[src/rtl/tscm_pkg.sv]
package tscm_pkg;

  // fixed field widths
  localparam int SAMPLE_W = 12;
  localparam int ANGLE_W  = 8;
  localparam int ANG_W    = 10;   // internal signed angle width
  localparam int SLOPE_W  = 32;   // q16.16 slope
  localparam int DIFF_W   = 11;   // signed end-to-end angle difference
  localparam int DMAG_W   = 10;   // magnitude of that difference
  localparam int SPAN_W   = 13;   // signed pedal span
  localparam int DIV_W    = DMAG_W + 16;  // dividend and quotient width
  localparam int CNT_W    = $clog2(DIV_W);
  localparam int PROD_W   = 45;   // slope times pedal offset, plus intercept
  localparam int FRAC_W   = 16;

  // apb register map
  localparam int CFG_AW = 5;
  localparam int CFG_DW = 32;
  localparam logic [2:0] REG_PEDAL_MIN     = 3'd0;
  localparam logic [2:0] REG_PEDAL_MAX     = 3'd1;
  localparam logic [2:0] REG_TPS_MIN       = 3'd2;
  localparam logic [2:0] REG_TPS_MAX       = 3'd3;
  localparam logic [2:0] REG_INITIAL_ANGLE = 3'd4;
  localparam logic [2:0] REG_SWEEP_REVERSE = 3'd5;

  // register reset values
  localparam logic [SAMPLE_W-1:0] PEDAL_MIN_RST = 12'd0;
  localparam logic [SAMPLE_W-1:0] PEDAL_MAX_RST = 12'd4095;
  localparam logic [SAMPLE_W-1:0] TPS_MIN_RST   = 12'd0;
  localparam logic [SAMPLE_W-1:0] TPS_MAX_RST   = 12'd4095;
  localparam logic [ANGLE_W-1:0]  INIT_ANG_RST  = 8'd90;

  localparam logic [ANGLE_W-1:0] ANGLE_SAT = 8'd180;

  typedef enum logic [1:0] {
    MODE_SWEEP_LO = 2'd0,
    MODE_SWEEP_HI = 2'd1,
    MODE_RUN      = 2'd2
  } mode_t;

  typedef struct packed {
    logic [SAMPLE_W-1:0] pedal_min;
    logic [SAMPLE_W-1:0] pedal_max;
    logic [SAMPLE_W-1:0] tps_min;
    logic [SAMPLE_W-1:0] tps_max;
    logic [ANGLE_W-1:0]  initial_angle;
    logic                sweep_reverse;
  } cfg_regs_t;

  typedef struct packed {
    logic capture;
    logic eval;
    logic div_step;
    logic div_done;
    logic mul;
    logic map;
    logic load_out;
  } dp_cmd_t;

  typedef struct packed {
    logic div_go;
    logic map_go;
    logic div_last;
  } dp_sts_t;

endpackage

[src/rtl/tscm_regs.sv]
module tscm_regs
  import tscm_pkg::*;
(
  input  logic              clk,
  input  logic              rst_n,
  input  logic              psel,
  input  logic              penable,
  input  logic              pwrite,
  input  logic [CFG_AW-1:0] paddr,
  input  logic [CFG_DW-1:0] pwdata,
  output logic [CFG_DW-1:0] prdata,
  output logic              pready,
  output cfg_regs_t         cfg
);

  cfg_regs_t   cfg_r;
  cfg_regs_t   cfg_nxt;
  logic [2:0]  reg_idx;
  logic        wr_en;

  assign reg_idx = paddr[CFG_AW-1:2];
  assign wr_en   = psel & penable & pwrite;
  assign pready  = 1'b1;
  assign cfg     = cfg_r;

  always_comb begin
    cfg_nxt = cfg_r;
    if (wr_en) begin
      unique case (reg_idx)
        REG_PEDAL_MIN:     cfg_nxt.pedal_min     = pwdata[SAMPLE_W-1:0];
        REG_PEDAL_MAX:     cfg_nxt.pedal_max     = pwdata[SAMPLE_W-1:0];
        REG_TPS_MIN:       cfg_nxt.tps_min       = pwdata[SAMPLE_W-1:0];
        REG_TPS_MAX:       cfg_nxt.tps_max       = pwdata[SAMPLE_W-1:0];
        REG_INITIAL_ANGLE: cfg_nxt.initial_angle = pwdata[ANGLE_W-1:0];
        REG_SWEEP_REVERSE: cfg_nxt.sweep_reverse = pwdata[0];
        default:           cfg_nxt = cfg_r;
      endcase
    end
  end

  always_comb begin
    unique case (reg_idx)
      REG_PEDAL_MIN:     prdata = CFG_DW'(cfg_r.pedal_min);
      REG_PEDAL_MAX:     prdata = CFG_DW'(cfg_r.pedal_max);
      REG_TPS_MIN:       prdata = CFG_DW'(cfg_r.tps_min);
      REG_TPS_MAX:       prdata = CFG_DW'(cfg_r.tps_max);
      REG_INITIAL_ANGLE: prdata = CFG_DW'(cfg_r.initial_angle);
      REG_SWEEP_REVERSE: prdata = CFG_DW'(cfg_r.sweep_reverse);
      default:           prdata = '0;
    endcase
  end

  always_ff @(posedge clk) begin
    if (!rst_n) begin
      cfg_r.pedal_min     <= PEDAL_MIN_RST;
      cfg_r.pedal_max     <= PEDAL_MAX_RST;
      cfg_r.tps_min       <= TPS_MIN_RST;
      cfg_r.tps_max       <= TPS_MAX_RST;
      cfg_r.initial_angle <= INIT_ANG_RST;
      cfg_r.sweep_reverse <= 1'b0;
    end else begin
      cfg_r <= cfg_nxt;
    end
  end

endmodule

[src/rtl/tscm_ctrl.sv]
module tscm_ctrl
  import tscm_pkg::*;
(
  input  logic    clk,
  input  logic    rst_n,
  input  logic    in_valid,
  output logic    in_ready,
  output logic    out_valid,
  input  logic    out_ready,
  input  dp_sts_t sts,
  output dp_cmd_t cmd
);

  typedef enum logic [6:0] {
    S_IDLE = 7'b0000001,
    S_EVAL = 7'b0000010,
    S_DIV  = 7'b0000100,
    S_DFIN = 7'b0001000,
    S_MUL  = 7'b0010000,
    S_MAP  = 7'b0100000,
    S_DONE = 7'b1000000
  } state_t;

  state_t state_r;
  state_t state_nxt;
  logic   out_valid_r;
  logic   out_valid_nxt;
  logic   out_free;

  assign in_ready  = (state_r == S_IDLE);
  assign out_valid = out_valid_r;
  assign out_free  = !out_valid_r || out_ready;

  always_comb begin
    state_nxt = state_r;
    cmd       = '0;
    unique case (state_r)
      S_IDLE: begin
        if (in_valid) begin
          cmd.capture = 1'b1;
          state_nxt   = S_EVAL;
        end
      end
      S_EVAL: begin
        cmd.eval = 1'b1;
        if (sts.div_go) begin
          state_nxt = S_DIV;
        end else if (sts.map_go) begin
          state_nxt = S_MUL;
        end else begin
          state_nxt = S_DONE;
        end
      end
      S_DIV: begin
        cmd.div_step = 1'b1;
        if (sts.div_last) begin
          state_nxt = S_DFIN;
        end
      end
      S_DFIN: begin
        cmd.div_done = 1'b1;
        state_nxt    = S_DONE;
      end
      S_MUL: begin
        cmd.mul   = 1'b1;
        state_nxt = S_MAP;
      end
      S_MAP: begin
        cmd.map   = 1'b1;
        state_nxt = S_DONE;
      end
      S_DONE: begin
        if (out_free) begin
          cmd.load_out = 1'b1;
          state_nxt    = S_IDLE;
        end
      end
      default: state_nxt = S_IDLE;
    endcase
  end

  always_comb begin
    out_valid_nxt = out_valid_r;
    if (cmd.load_out) begin
      out_valid_nxt = 1'b1;
    end else if (out_ready) begin
      out_valid_nxt = 1'b0;
    end
  end

  always_ff @(posedge clk) begin
    if (!rst_n) begin
      state_r     <= S_IDLE;
      out_valid_r <= 1'b0;
    end else begin
      state_r     <= state_nxt;
      out_valid_r <= out_valid_nxt;
    end
  end

endmodule

[src/rtl/tscm_dp.sv]
module tscm_dp
  import tscm_pkg::*;
#(
  parameter int ANGLE_LIMIT_LOW  = 0,
  parameter int ANGLE_LIMIT_HIGH = 180,
  parameter int AMEND_DEGREES    = 2,
  parameter int SAMPLE_BITS      = 12
) (
  input  logic                clk,
  input  logic                rst_n,
  input  cfg_regs_t           cfg,
  input  logic                in_func,
  input  logic [SAMPLE_W-1:0] in_tps_sample,
  input  logic [SAMPLE_W-1:0] in_target_position,
  input  dp_cmd_t             cmd,
  output dp_sts_t             sts,
  output logic [ANGLE_W-1:0]  out_servo_angle,
  output logic [1:0]          out_phase,
  output logic                out_span_error
);

  localparam logic signed [ANG_W:0] LIM_LO = (ANG_W+1)'(ANGLE_LIMIT_LOW);
  localparam logic signed [ANG_W:0] LIM_HI = (ANG_W+1)'(ANGLE_LIMIT_HIGH);
  localparam logic signed [ANG_W:0] AMEND  = (ANG_W+1)'(AMEND_DEGREES + 1);

  // captured item
  logic                func_r;
  logic [SAMPLE_W-1:0] samp_r;
  logic [SAMPLE_W-1:0] tgt_r;

  // calibration state
  logic signed [ANG_W-1:0]   cur_r,   cur_nxt;
  mode_t                     mode_r,  mode_nxt;
  logic signed [ANG_W-1:0]   low_r,   low_nxt;
  logic signed [ANG_W-1:0]   high_r,  high_nxt;
  logic signed [SLOPE_W-1:0] slope_r, slope_nxt;
  logic                      zspan_r, zspan_nxt;

  // divider
  logic [DIV_W-1:0]    quo_r, quo_nxt;
  logic [SAMPLE_W-1:0] rem_r, rem_nxt;
  logic [SAMPLE_W-1:0] den_r, den_nxt;
  logic                neg_r, neg_nxt;
  logic [CNT_W-1:0]    cnt_r, cnt_nxt;

  logic signed [PROD_W-1:0] prod_r;

  logic [ANGLE_W-1:0] angle_out_r;
  logic [1:0]         phase_out_r;
  logic               span_out_r;

  logic [SAMPLE_W-1:0]      smask;
  logic [SAMPLE_W-1:0]      samp_m, tgt_m;
  logic                     hit_lo, hit_hi;
  logic signed [ANG_W:0]    cur_x, step_back, step_fwd, low_new, high_new;
  logic signed [DIFF_W-1:0] diff;
  logic [DMAG_W-1:0]        diff_mag;
  logic signed [SPAN_W-1:0] span;
  logic [SAMPLE_W-1:0]      span_mag;
  logic [SAMPLE_W:0]        rem_sh;
  logic                     rem_ge;
  logic [SLOPE_W-1:0]       q_ext;
  logic signed [SPAN_W-1:0] doff;
  logic signed [PROD_W-1:0] prod_c;
  logic signed [PROD_W-1:0] acc;
  logic signed [PROD_W-FRAC_W-1:0] a_trunc;
  logic [ANGLE_W-1:0]       mapped;
  logic [ANGLE_W-1:0]       shown;

  function automatic logic signed [ANG_W:0] clamp_ang(input logic signed [ANG_W:0] v);
    logic signed [ANG_W:0] r;
    r = v;
    if (v < LIM_LO) r = LIM_LO;
    if (v > LIM_HI) r = LIM_HI;
    return r;
  endfunction

  always_comb begin
    for (int i = 0; i < SAMPLE_W; i++) begin
      smask[i] = (i < SAMPLE_BITS);
    end
  end

  assign samp_m = samp_r & smask;
  assign tgt_m  = tgt_r & smask;
  assign hit_lo = samp_m < cfg.tps_min;
  assign hit_hi = samp_m > cfg.tps_max;

  // one degree steps against / along the servo direction, and the end positions offset by the amend
  assign cur_x     = {cur_r[ANG_W-1], cur_r};
  assign step_back = cfg.sweep_reverse ? cur_x + 2'sd1 : cur_x - 2'sd1;
  assign step_fwd  = cfg.sweep_reverse ? cur_x - 2'sd1 : cur_x + 2'sd1;
  assign low_new   = cfg.sweep_reverse ? cur_x - AMEND : cur_x + AMEND;
  assign high_new  = cfg.sweep_reverse ? cur_x + AMEND : cur_x - AMEND;

  assign diff     = DIFF_W'(high_new) - DIFF_W'(low_r);
  assign diff_mag = diff[DIFF_W-1] ? DMAG_W'(-diff) : DMAG_W'(diff);
  assign span     = $signed({1'b0, cfg.pedal_max}) - $signed({1'b0, cfg.pedal_min});
  assign span_mag = span[SPAN_W-1] ? SAMPLE_W'(-span) : SAMPLE_W'(span);

  // restoring divider, one quotient bit per cycle
  assign rem_sh = {rem_r, quo_r[DIV_W-1]};
  assign rem_ge = rem_sh >= {1'b0, den_r};
  assign q_ext  = SLOPE_W'(quo_r);

  // mapping: slope times pedal offset, then intercept and truncate toward zero
  assign doff   = $signed({1'b0, tgt_m}) - $signed({1'b0, cfg.pedal_min});
  assign prod_c = slope_r * doff;
  assign acc    = (PROD_W'(low_r) <<< FRAC_W) + prod_r;

  always_comb begin
    a_trunc = acc[PROD_W-1:FRAC_W];
    if (acc[PROD_W-1] && (acc[FRAC_W-1:0] != '0)) begin
      a_trunc = a_trunc + 2'sd1;
    end
    if (a_trunc[PROD_W-FRAC_W-1]) begin
      mapped = '0;
    end else if (a_trunc > $signed({1'b0, ANGLE_SAT})) begin
      mapped = ANGLE_SAT;
    end else begin
      mapped = a_trunc[ANGLE_W-1:0];
    end
  end

  assign sts.div_go   = !func_r && (mode_r == MODE_SWEEP_HI) && hit_hi && (span != '0);
  assign sts.map_go   = !func_r && (mode_r != MODE_SWEEP_LO) && (mode_r != MODE_SWEEP_HI);
  assign sts.div_last = (cnt_r == '0);

  always_comb begin
    cur_nxt   = cur_r;
    mode_nxt  = mode_r;
    low_nxt   = low_r;
    high_nxt  = high_r;
    slope_nxt = slope_r;
    zspan_nxt = zspan_r;
    quo_nxt   = quo_r;
    rem_nxt   = rem_r;
    den_nxt   = den_r;
    neg_nxt   = neg_r;
    cnt_nxt   = cnt_r;

    if (cmd.eval) begin
      if (func_r) begin
        cur_nxt   = ANG_W'(cfg.initial_angle);
        mode_nxt  = MODE_SWEEP_LO;
        zspan_nxt = 1'b0;
      end else begin
        unique case (mode_r)
          MODE_SWEEP_LO: begin
            if (hit_lo) begin
              low_nxt  = low_new[ANG_W-1:0];
              mode_nxt = MODE_SWEEP_HI;
            end else begin
              cur_nxt = ANG_W'(clamp_ang(step_back));
            end
          end
          MODE_SWEEP_HI: begin
            if (hit_hi) begin
              high_nxt = high_new[ANG_W-1:0];
              if (span == '0) begin
                slope_nxt = '0;
                zspan_nxt = 1'b1;
                mode_nxt  = MODE_RUN;
              end else begin
                quo_nxt = {diff_mag, FRAC_W'(0)};
                rem_nxt = '0;
                den_nxt = span_mag;
                neg_nxt = diff[DIFF_W-1] ^ span[SPAN_W-1];
                cnt_nxt = CNT_W'(DIV_W - 1);
              end
            end else begin
              cur_nxt = ANG_W'(clamp_ang(step_fwd));
            end
          end
          default: mode_nxt = MODE_RUN;
        endcase
      end
    end

    if (cmd.div_step) begin
      rem_nxt = rem_ge ? SAMPLE_W'(rem_sh - {1'b0, den_r}) : SAMPLE_W'(rem_sh);
      quo_nxt = {quo_r[DIV_W-2:0], rem_ge};
      cnt_nxt = cnt_r - 1'b1;
    end

    if (cmd.div_done) begin
      slope_nxt = neg_r ? -$signed(q_ext) : $signed(q_ext);
      zspan_nxt = 1'b0;
      mode_nxt  = MODE_RUN;
    end

    if (cmd.map) begin
      cur_nxt  = ANG_W'(mapped);
      mode_nxt = MODE_RUN;
    end
  end

  assign shown = cur_r[ANG_W-1] ? '0 :
                 (cur_r > $signed({2'b00, ANGLE_SAT})) ? ANGLE_SAT : cur_r[ANGLE_W-1:0];

  always_ff @(posedge clk) begin
    if (!rst_n) begin
      cur_r   <= ANG_W'(INIT_ANG_RST);
      mode_r  <= MODE_SWEEP_LO;
      low_r   <= '0;
      high_r  <= '0;
      slope_r <= '0;
      zspan_r <= 1'b0;
      cnt_r   <= '0;
    end else begin
      cur_r   <= cur_nxt;
      mode_r  <= mode_nxt;
      low_r   <= low_nxt;
      high_r  <= high_nxt;
      slope_r <= slope_nxt;
      zspan_r <= zspan_nxt;
      cnt_r   <= cnt_nxt;
    end
  end

  always_ff @(posedge clk) begin
    if (cmd.capture) begin
      func_r <= in_func;
      samp_r <= in_tps_sample;
      tgt_r  <= in_target_position;
    end
    quo_r <= quo_nxt;
    rem_r <= rem_nxt;
    den_r <= den_nxt;
    neg_r <= neg_nxt;
    if (cmd.mul) begin
      prod_r <= prod_c;
    end
    if (cmd.load_out) begin
      angle_out_r <= shown;
      phase_out_r <= mode_r;
      span_out_r  <= zspan_r;
    end
  end

  assign out_servo_angle = angle_out_r;
  assign out_phase       = phase_out_r;
  assign out_span_error  = span_out_r;

endmodule

[src/rtl/throttle_servo_calibrate_and_map.sv]
// throttle servo calibration and mapping. every input beat is one servo tick and
// produces exactly one output beat (angle, phase, span error). func=1 restarts
// calibration at initial_angle; the block then sweeps the angle one degree per
// tick toward the closed end until the sample drops below tps_min, records the
// low end, sweeps back until the sample exceeds tps_max, records the high end
// and derives a q16.16 slope; after that each tick maps target_position linearly
// onto the recorded range, saturated to 0..180. a restart or sweep tick goes from
// accept through evaluate to output load; a running tick adds a multiply step and
// an add/round step, and the tick that closes calibration with a nonzero pedal
// span runs the restoring slope divider, which retires one quotient bit per
// cycle over 26 bits. only one tick is in flight at a time; the next
// beat is accepted while the previous result still waits in the output register.
// registers are written over apb at byte address 4*index and read back there;
// write them only while the block is idle.
module throttle_servo_calibrate_and_map
  import tscm_pkg::*;
#(
  parameter int ANGLE_LIMIT_LOW  = 0,
  parameter int ANGLE_LIMIT_HIGH = 180,
  parameter int AMEND_DEGREES    = 2,
  parameter int SAMPLE_BITS      = 12
) (
  input  logic                clk,
  input  logic                rst_n,
  // apb register port
  input  logic                psel,
  input  logic                penable,
  input  logic                pwrite,
  input  logic [CFG_AW-1:0]   paddr,
  input  logic [CFG_DW-1:0]   pwdata,
  output logic [CFG_DW-1:0]   prdata,
  output logic                pready,
  // tick input
  input  logic                in_valid,
  output logic                in_ready,
  input  logic                in_func,
  input  logic [SAMPLE_W-1:0] in_tps_sample,
  input  logic [SAMPLE_W-1:0] in_target_position,
  // result output
  output logic                out_valid,
  input  logic                out_ready,
  output logic [ANGLE_W-1:0]  out_servo_angle,
  output logic [1:0]          out_phase,
  output logic                out_span_error
);

  cfg_regs_t cfg;
  dp_cmd_t   cmd;
  dp_sts_t   sts;

  // configuration registers
  tscm_regs u_regs (
    .clk     (clk),
    .rst_n   (rst_n),
    .psel    (psel),
    .penable (penable),
    .pwrite  (pwrite),
    .paddr   (paddr),
    .pwdata  (pwdata),
    .prdata  (prdata),
    .pready  (pready),
    .cfg     (cfg)
  );

  // sequencer: accept, evaluate, then divide, multiply/map or neither, then load output
  tscm_ctrl u_ctrl (
    .clk       (clk),
    .rst_n     (rst_n),
    .in_valid  (in_valid),
    .in_ready  (in_ready),
    .out_valid (out_valid),
    .out_ready (out_ready),
    .sts       (sts),
    .cmd       (cmd)
  );

  // calibration state, slope divider, mapping multiplier and output register
  tscm_dp #(
    .ANGLE_LIMIT_LOW  (ANGLE_LIMIT_LOW),
    .ANGLE_LIMIT_HIGH (ANGLE_LIMIT_HIGH),
    .AMEND_DEGREES    (AMEND_DEGREES),
    .SAMPLE_BITS      (SAMPLE_BITS)
  ) u_dp (
    .clk                (clk),
    .rst_n              (rst_n),
    .cfg                (cfg),
    .in_func            (in_func),
    .in_tps_sample      (in_tps_sample),
    .in_target_position (in_target_position),
    .cmd                (cmd),
    .sts                (sts),
    .out_servo_angle    (out_servo_angle),
    .out_phase          (out_phase),
    .out_span_error     (out_span_error)
  );

endmodule

[config.mk]
export PLATFORM = sky130hd
export DESIGN_NAME = throttle_servo_calibrate_and_map
export DESIGN_NICKNAME = d
export VERILOG_FILES = /design/src/rtl/tscm_pkg.sv /design/src/rtl/tscm_regs.sv /design/src/rtl/tscm_ctrl.sv /design/src/rtl/tscm_dp.sv /design/src/rtl/throttle_servo_calibrate_and_map.sv
export SDC_FILE = /design/constraint.sdc
export NUM_CORES = 2
export LEC_CHECK = 0
export ABC_AREA = 0
export BUFFER_PORTS_ARGS = -buffer_cell sky130_fd_sc_hd__buf_2
export CAP_MARGIN = 10
export CORE_MARGIN = 10
export CORE_UTILIZATION = 53
export CTS_BUF_LIST = sky130_fd_sc_hd__clkbuf_4
export CTS_CLUSTER_SIZE = 14
export DETAILED_ROUTE_END_ITERATION = 10
export PLACE_DENSITY = 0.71
export SYNTH_ARGS = -nofsm -noshare
export SYNTH_HDL_FRONTEND = slang
export SYNTH_SLANG_ARGS = --single-unit
[constraint.sdc]
create_clock -name clk -period 9.96 [get_ports clk]
set_input_delay 0.996 -clock clk [delete_from_list [all_inputs] [get_ports clk]]
set_output_delay 0.996 -clock clk [all_outputs]
set_load 0.02 [all_outputs]
---- Yosys cells after proc, flatten, opt, wreduce, memory -nomap -nowiden ----
Cells that the tools add are included.
storage, ports and cells
  register bits ........................... 257
  bits in latches ......................... 0
  RAM bits ................................ 0
  ROM bits ................................ 0
  bits of input ports ..................... 69
  output and inout bits ................... 46
  logic and storage cells ................. 216
  memories kept ........................... 0
operators by class
  $add $sub $neg .......................... 14
  $mul .................................... 1
  divide/modulo/power cells ............... 0
  magnitude comparators ................... 9
  equality and inequality tests ........... 30
  shift operators ......................... 0
  multiplexer cells ....................... 76
  bitwise logic cells ..................... 6
  reductions and logical operators ........ 52
operators with widths
  operator               number
  $mux 32                7
  $mux 26                6
  $mux 12                8
  $mux 10                9
  $pmux 12 s6            1
  $add 26x45->45         1
  $mul 32x13->45         1
  $pmux 7 s6             1
  $mux 8                 5
  $mux 7                 5
  $mux 11                3
  $neg 26->32            1
  $mux 5                 6
  $add 29x2->29 const B  1
  $gt 29x9->1 const B    1
  $mux 29                1
  $reduce_bool 2->1      13
  $sub 12x12->13         2
  $reduce_and 4->1       6
  $gt 11x9->1 const B    2
  $lt 11x1->1 const B    2
  $pmux 10 s2            1
  $reduce_bool 16->1     1
  $mux 1                 15
  other kinds (51)       89

---- Logic depth before layout (Yosys ltp) ----
  word-level depth ........................ 11
  depth in mapped cells ................... 39
  gate-level depth less buffers ........... 38

---- Cells and area by module ----
From an unflattened synthesis, not the netlist that was laid out.
second synthesis, totals
  cells, all modules ...................... 3295
  area, all modules ....................... 30606.9 um2
modules (own cells, without submodules)
  module     times used  cells an instance  area an instance (um2)  seq. area each (um2)
  tscm_dp    1           2931               27211.1                 5165.0
  tscm_regs  1           311                2906.5                  1141.1
  tscm_ctrl  1           53                 489.2                   160.2

---- Worst setup path before layout ----
No wires, ideal clock.
  kind .................................... flip-flop to flip-flop
  start ................................... reg u_regs.cfg_r (netlist bit u_regs.cfg[46])
  end ..................................... reg u_dp.prod_r[44], data pin
  setup time .............................. 265 ps
  arrival time ............................ 7948 ps
  required time ........................... 9695 ps
  setup slack ............................. 1746 ps
  stages on the path, launching flop included .. 37
  buffers on the path ..................... 1
  clock period less this slack ............ 8214 ps
  cells stage by stage .................... dfxtp_1 inv_1 ha_1 nor2b_1 o21ai_0 a21boi_0 o21ai_0 a21boi_0 o21ai_0 a21boi_0 o21ai_0 nor2b_1 xnor2_1 clkbuf_1 nand2_1 fa_1 fa_1 inv_1 fa_1 fa_1 fa_1 inv_1 fa_1 inv_1 ha_1 o21ai_0 nand2b_1 a21oi_1 a211oi_1 o211ai_1 a211oi_1 o41ai_1 a211oi_1 o21ai_0 nand2b_1 a221oi_1 xnor2_1
between the ends
  word-level cells in the longest chain between the ends .. 2
RTL lines
  item                       RTL line         RTL
  from (decl)                tscm_regs.sv:16  cfg_regs_t cfg_r;
  from (signal assigned)     tscm_regs.sv:62  cfg_r <= cfg_nxt;
  $sub 12x12->13             tscm_dp.sv:107   assign doff = $signed({1'b0, tgt_m}) - $signed({1'b0, cfg.pedal_min});
  $mul 32x13->45             tscm_dp.sv:108   assign prod_c = slope_r * doff;
  named net u_dp.prod_c[44]  tscm_dp.sv:64    logic signed [PROD_W-1:0] prod_c;
  to (signal assigned)       tscm_dp.sv:232   prod_r <= prod_c;
  to (decl)                  tscm_dp.sv:46    logic signed [PROD_W-1:0] prod_r;
The timed path passes the listed nets, and every way through them passes these cells.
A chain may end at the register's enable or synchronous reset.

---- Worst setup path in the final report ----
  start ................................... reg u_regs.cfg_r (netlist bit u_regs.cfg[45])
  end ..................................... reg u_dp.prod_r[44], data pin
The elaborated chain is that of the path after synthesis.

==> impl_metrics.py <==
metrics = {
    "critical_path": {
        "endpoint_kind": "register",
        "cp.arrival_ps": 9790,
        "cp_slowest_stage_delay_ps": 560,
        "r2r-start": "u_regs.cfg[45]",
        "cp_max_fo": 32,
        "crit_type": "register to register",
        "required_ps": 10380,
        "critPathLaunchType": "register",
        "cp_slowest_cell": "a211oi_1",
        "regToRegSetupSlack_ps": 590,
        "r2r_end": "u_dp.prod_r[44]",
        "rr_worst_depth": 33,
        "crit_top_cell": "fa_1",
    },
    "power": {
        "ir_drop_v": 0.0001346,
        "power_density_mw_per_mm2": 141.6,
        "power.total_mw": 4.574,
        "p_leak_nw": 14.63,
    },
    "final_layout": {
        "fin_cells": 4190,
        "final_core_util": 0.5715,
        "finalNetCount": 4026,
        "layout-drive-gt1-share": 0.08895,
        "fillers": 5119,
        "area_growth_pct": 6.658,
    },
    "drt": {
        "ant_nets": 0,
        "routed_wl_mm": 74.95,
        "vias": 23640,
        "post_drt_wl_per_cell_um": 17.89,
        "firstDrtPassIters": 6,
        "drc": 0,
        "viasPerCell": 5.642,
        "drt_first_iter_violations": 1728,
    },
    "synth": {
        "ys_ff_latch": 257,
        "synthDistinctLibCells": 103,
        "postSynthCellCount": 3345,
        "syn_area_mm2": 0.03027,
        "yosysSeqAreaShare": 0.2136,
        "syn_avg_cell_area_um2": 9.051,
        "yosysWarningCount": 0,
        "synth_top_flop_cell": "edfxtp_1",
        "synth-edff-count": 132,
        "async_flop_share": 0,
    },
    "placement": {
        "place.gp.congestion": 0.9042,
        "dp_slack_ps": 504.3,
        "io_buffers": 71,
        "dp_hpwl_mm": 57.71,
        "dpl.cell_count": 4050,
    },
    "cts": {
        "cts_root_buf": "clkbuf_4",
        "cts.sinks": 257,
        "cts_tree": "built",
        "cts_htree_levels": 3,
        "worstSkewPairLatency_ps": 710,
        "cts_max_path_buffers": 3,
        "path_clk_slew_ps": 70,
        "cts_buffers": 73,
    },
    "sta": {
        "fin_crit_sh": 0.9411,
        "setup_viol": 0,
        "hold_viol": 0,
        "worst_pin_slew_ps": 1099,
        "max_slew_margin": 0.2671,
        "max_freq_mhz": 106.7,
        "layout_setup_ws_ps": 586.8,
        "fin_crit_ps": 9373,
        "skew_ps": 59.17,
        "slew_violations": 0,
    },
    "global_route": {
        "grt_usage": 0.2261,
        "grt_pass1_wl_mm": 124.4,
        "antenna_found_initial": 1,
        "grt_pass1_vias": 24180,
        "overflow": 0,
        "grt_max_degree": 47,
    },
    "min_path": {
        "min_from": "u_dp.zspan_r",
        "hold_depth": 0,
        "min_path_type": "register to register",
        "min_to": "u_dp.out_span_error",
    },
    "floorplanning": {
        "start_util": 0.5359,
        "dieWidth_um": 259,
        "num_rows": 87,
        "die_h_um": 259,
        "core-area_mm2": 0.05650,
        "die_area_mm2": 0.06708,
        "io-pin-count": 115,
    },
    "run": {
        "cap_viol_max_count": 0,
    },
    "status": {
        "status": "completed",
    },
}
worst max-delay path: cells and delay by family, from the launching register on:
kind,cells,cell delay [ps]
buffers and inverters,1,440
and+or+nand+nor,8,1030
AOI/OAI and AO/OA,14,3070
xor gates and xnor gates,1,130
DFF,1,370
adders and majority gates,9,4010
cell families after synthesis:
family / Yosys count / share of synthesized area
AO/OA/AOI/OAI: 541 / 0.1175
AND/OR/NAND/NOR: 1180 / 0.1900
adder cells (fa/ha/maj): 587 / 0.3358
flip-flops: 257 / 0.2136
buffers and inverters: 544 / 0.07067
multiplexers: 50 / 0.01835
other: 2 / 0.0002481
XOR/XNOR: 184 / 0.05373
report_power, final:
part | internal, mW | switching, mW
clock | 0.574 | 0.469
combinational | 0.837 | 1.39
sequential | 1.22 | 0.0818
total | 2.63 | 1.94
sequential cells by signal, indices dropped and copies added, names as in the netlist:
signal and cells:
u_ctrl.out_valid 1, u_ctrl.state_r 7, u_dp.cnt_r 5, u_dp.cur_r 10
u_dp.den_r 12, u_dp.func_r 1, u_dp.low_r 10, u_dp.mode_r 2
u_dp.neg_r 1, u_dp.out_phase 2, u_dp.out_servo_angle 8, u_dp.out_span_error 1
u_dp.prod_r 45, u_dp.quo_r 26, u_dp.rem_r 12, u_dp.samp_m 12
u_dp.slope_r 32, u_dp.tgt_m 12, u_dp.zspan_r 1, u_regs.cfg 57
stage by stage:
stage          cell area (um2)  setup TNS [ps]  hold WS, ps
4_1_cts                  32240               0        412.5
6_report                 32290               0        443.2
3_3_place_gp             31250               0        430.2
3_5_place_dp             31250               0        426.3
2_1_floorplan            30350               0        408.8
5_1_grt                  32290          -3.298        405.7
cells in the mapped netlist, drive strengths merged (7+ instances only):
master | number | share of area
o41ai | 11 | 0.0039
a211oi | 16 | 0.0046
nor2 | 211 | 0.026
clkbuf | 135 | 0.017
nor2b | 71 | 0.015
nand2 | 446 | 0.055
nand4 | 31 | 0.0071
mux2i | 42 | 0.014
nand2b | 62 | 0.013
edfxtp | 132 | 0.13
fa | 376 | 0.25
o21bai | 9 | 0.0022
or3 | 18 | 0.0037
xnor2 | 112 | 0.033
nand3 | 73 | 0.012
ha | 211 | 0.087
and2 | 112 | 0.023
o211ai | 24 | 0.0061
nor4 | 21 | 0.0052
nand3b | 7 | 0.0017
a21o | 47 | 0.012
o21ai | 127 | 0.021
or2 | 14 | 0.0029
o22ai | 13 | 0.0027
xor2 | 72 | 0.021
o21a | 13 | 0.0032
o31ai | 24 | 0.0060
or4 | 9 | 0.0022
a21boi | 16 | 0.0040
dfxtp | 125 | 0.083
nor3 | 50 | 0.0084
a221oi | 11 | 0.0036
a31oi | 17 | 0.0035
inv | 368 | 0.046
a21oi | 152 | 0.026
buf | 41 | 0.0083
and3 | 26 | 0.0054
worst max-delay path by stage:
stage,depth (start not counted),end,from,slack [ps]
5_1_grt,35,u_dp.prod_r[44],u_regs.cfg[47],-3
3_5_place_dp,32,u_dp.prod_r[44],u_regs.cfg[47],500
6_report,33,u_dp.prod_r[44],u_regs.cfg[45],590
2_1_floorplan,36,u_dp.prod_r[44],u_regs.cfg[46],1750
4_1_cts,32,u_dp.prod_r[44],u_regs.cfg[47],430
3_3_place_gp,33,u_dp.prod_r[44],u_regs.cfg[45],540
layer usage:
metal	track usage	vias up	share of wire
met5	0	-	0
met4	0.06519	0	0.023
met3	0.02711	114	0.053
met2	0.3839	679	0.49
met1	0.2994	11650	0.43
li1	-	11190	-
repair_timing:
item                                    in CTS  in global routing
hold buffers                                 0                  0
gates resized for setup                      0                  8
endpoints found under the setup margin       0                  6
buffers inserted                             0                  1
layout by cell type (no fill, tap or decap), types with 69 or more instances in the layout:
cell type and n:
nor2_1 205, and2_1 112, buf_2 71, nand3_1 72, clkbuf_4 114, inv_1 367
edfxtp_1 132, xnor2_1 108, dfxtp_1 125, o21ai_0 116, nand2_1 446, xor2_1 69
a21oi_1 147, ha_1 211, fa_1 375, nor2b_1 71
layout make-up:
cell class	instances	area [um2]	share of cell area
timing repair buffer	107	638.1	0.01976
inverter	368	1381	0.04278
tap	756	945.9	0.02929
clock buffer	114	855.8	0.02650
antenna	5	12.51	0.0003875
multi-input combinational	2563	21850	0.6767
sequential	257	6466	0.2003
clock inverter	20	138.9	0.004301
(Power assumes the default switching activity.)
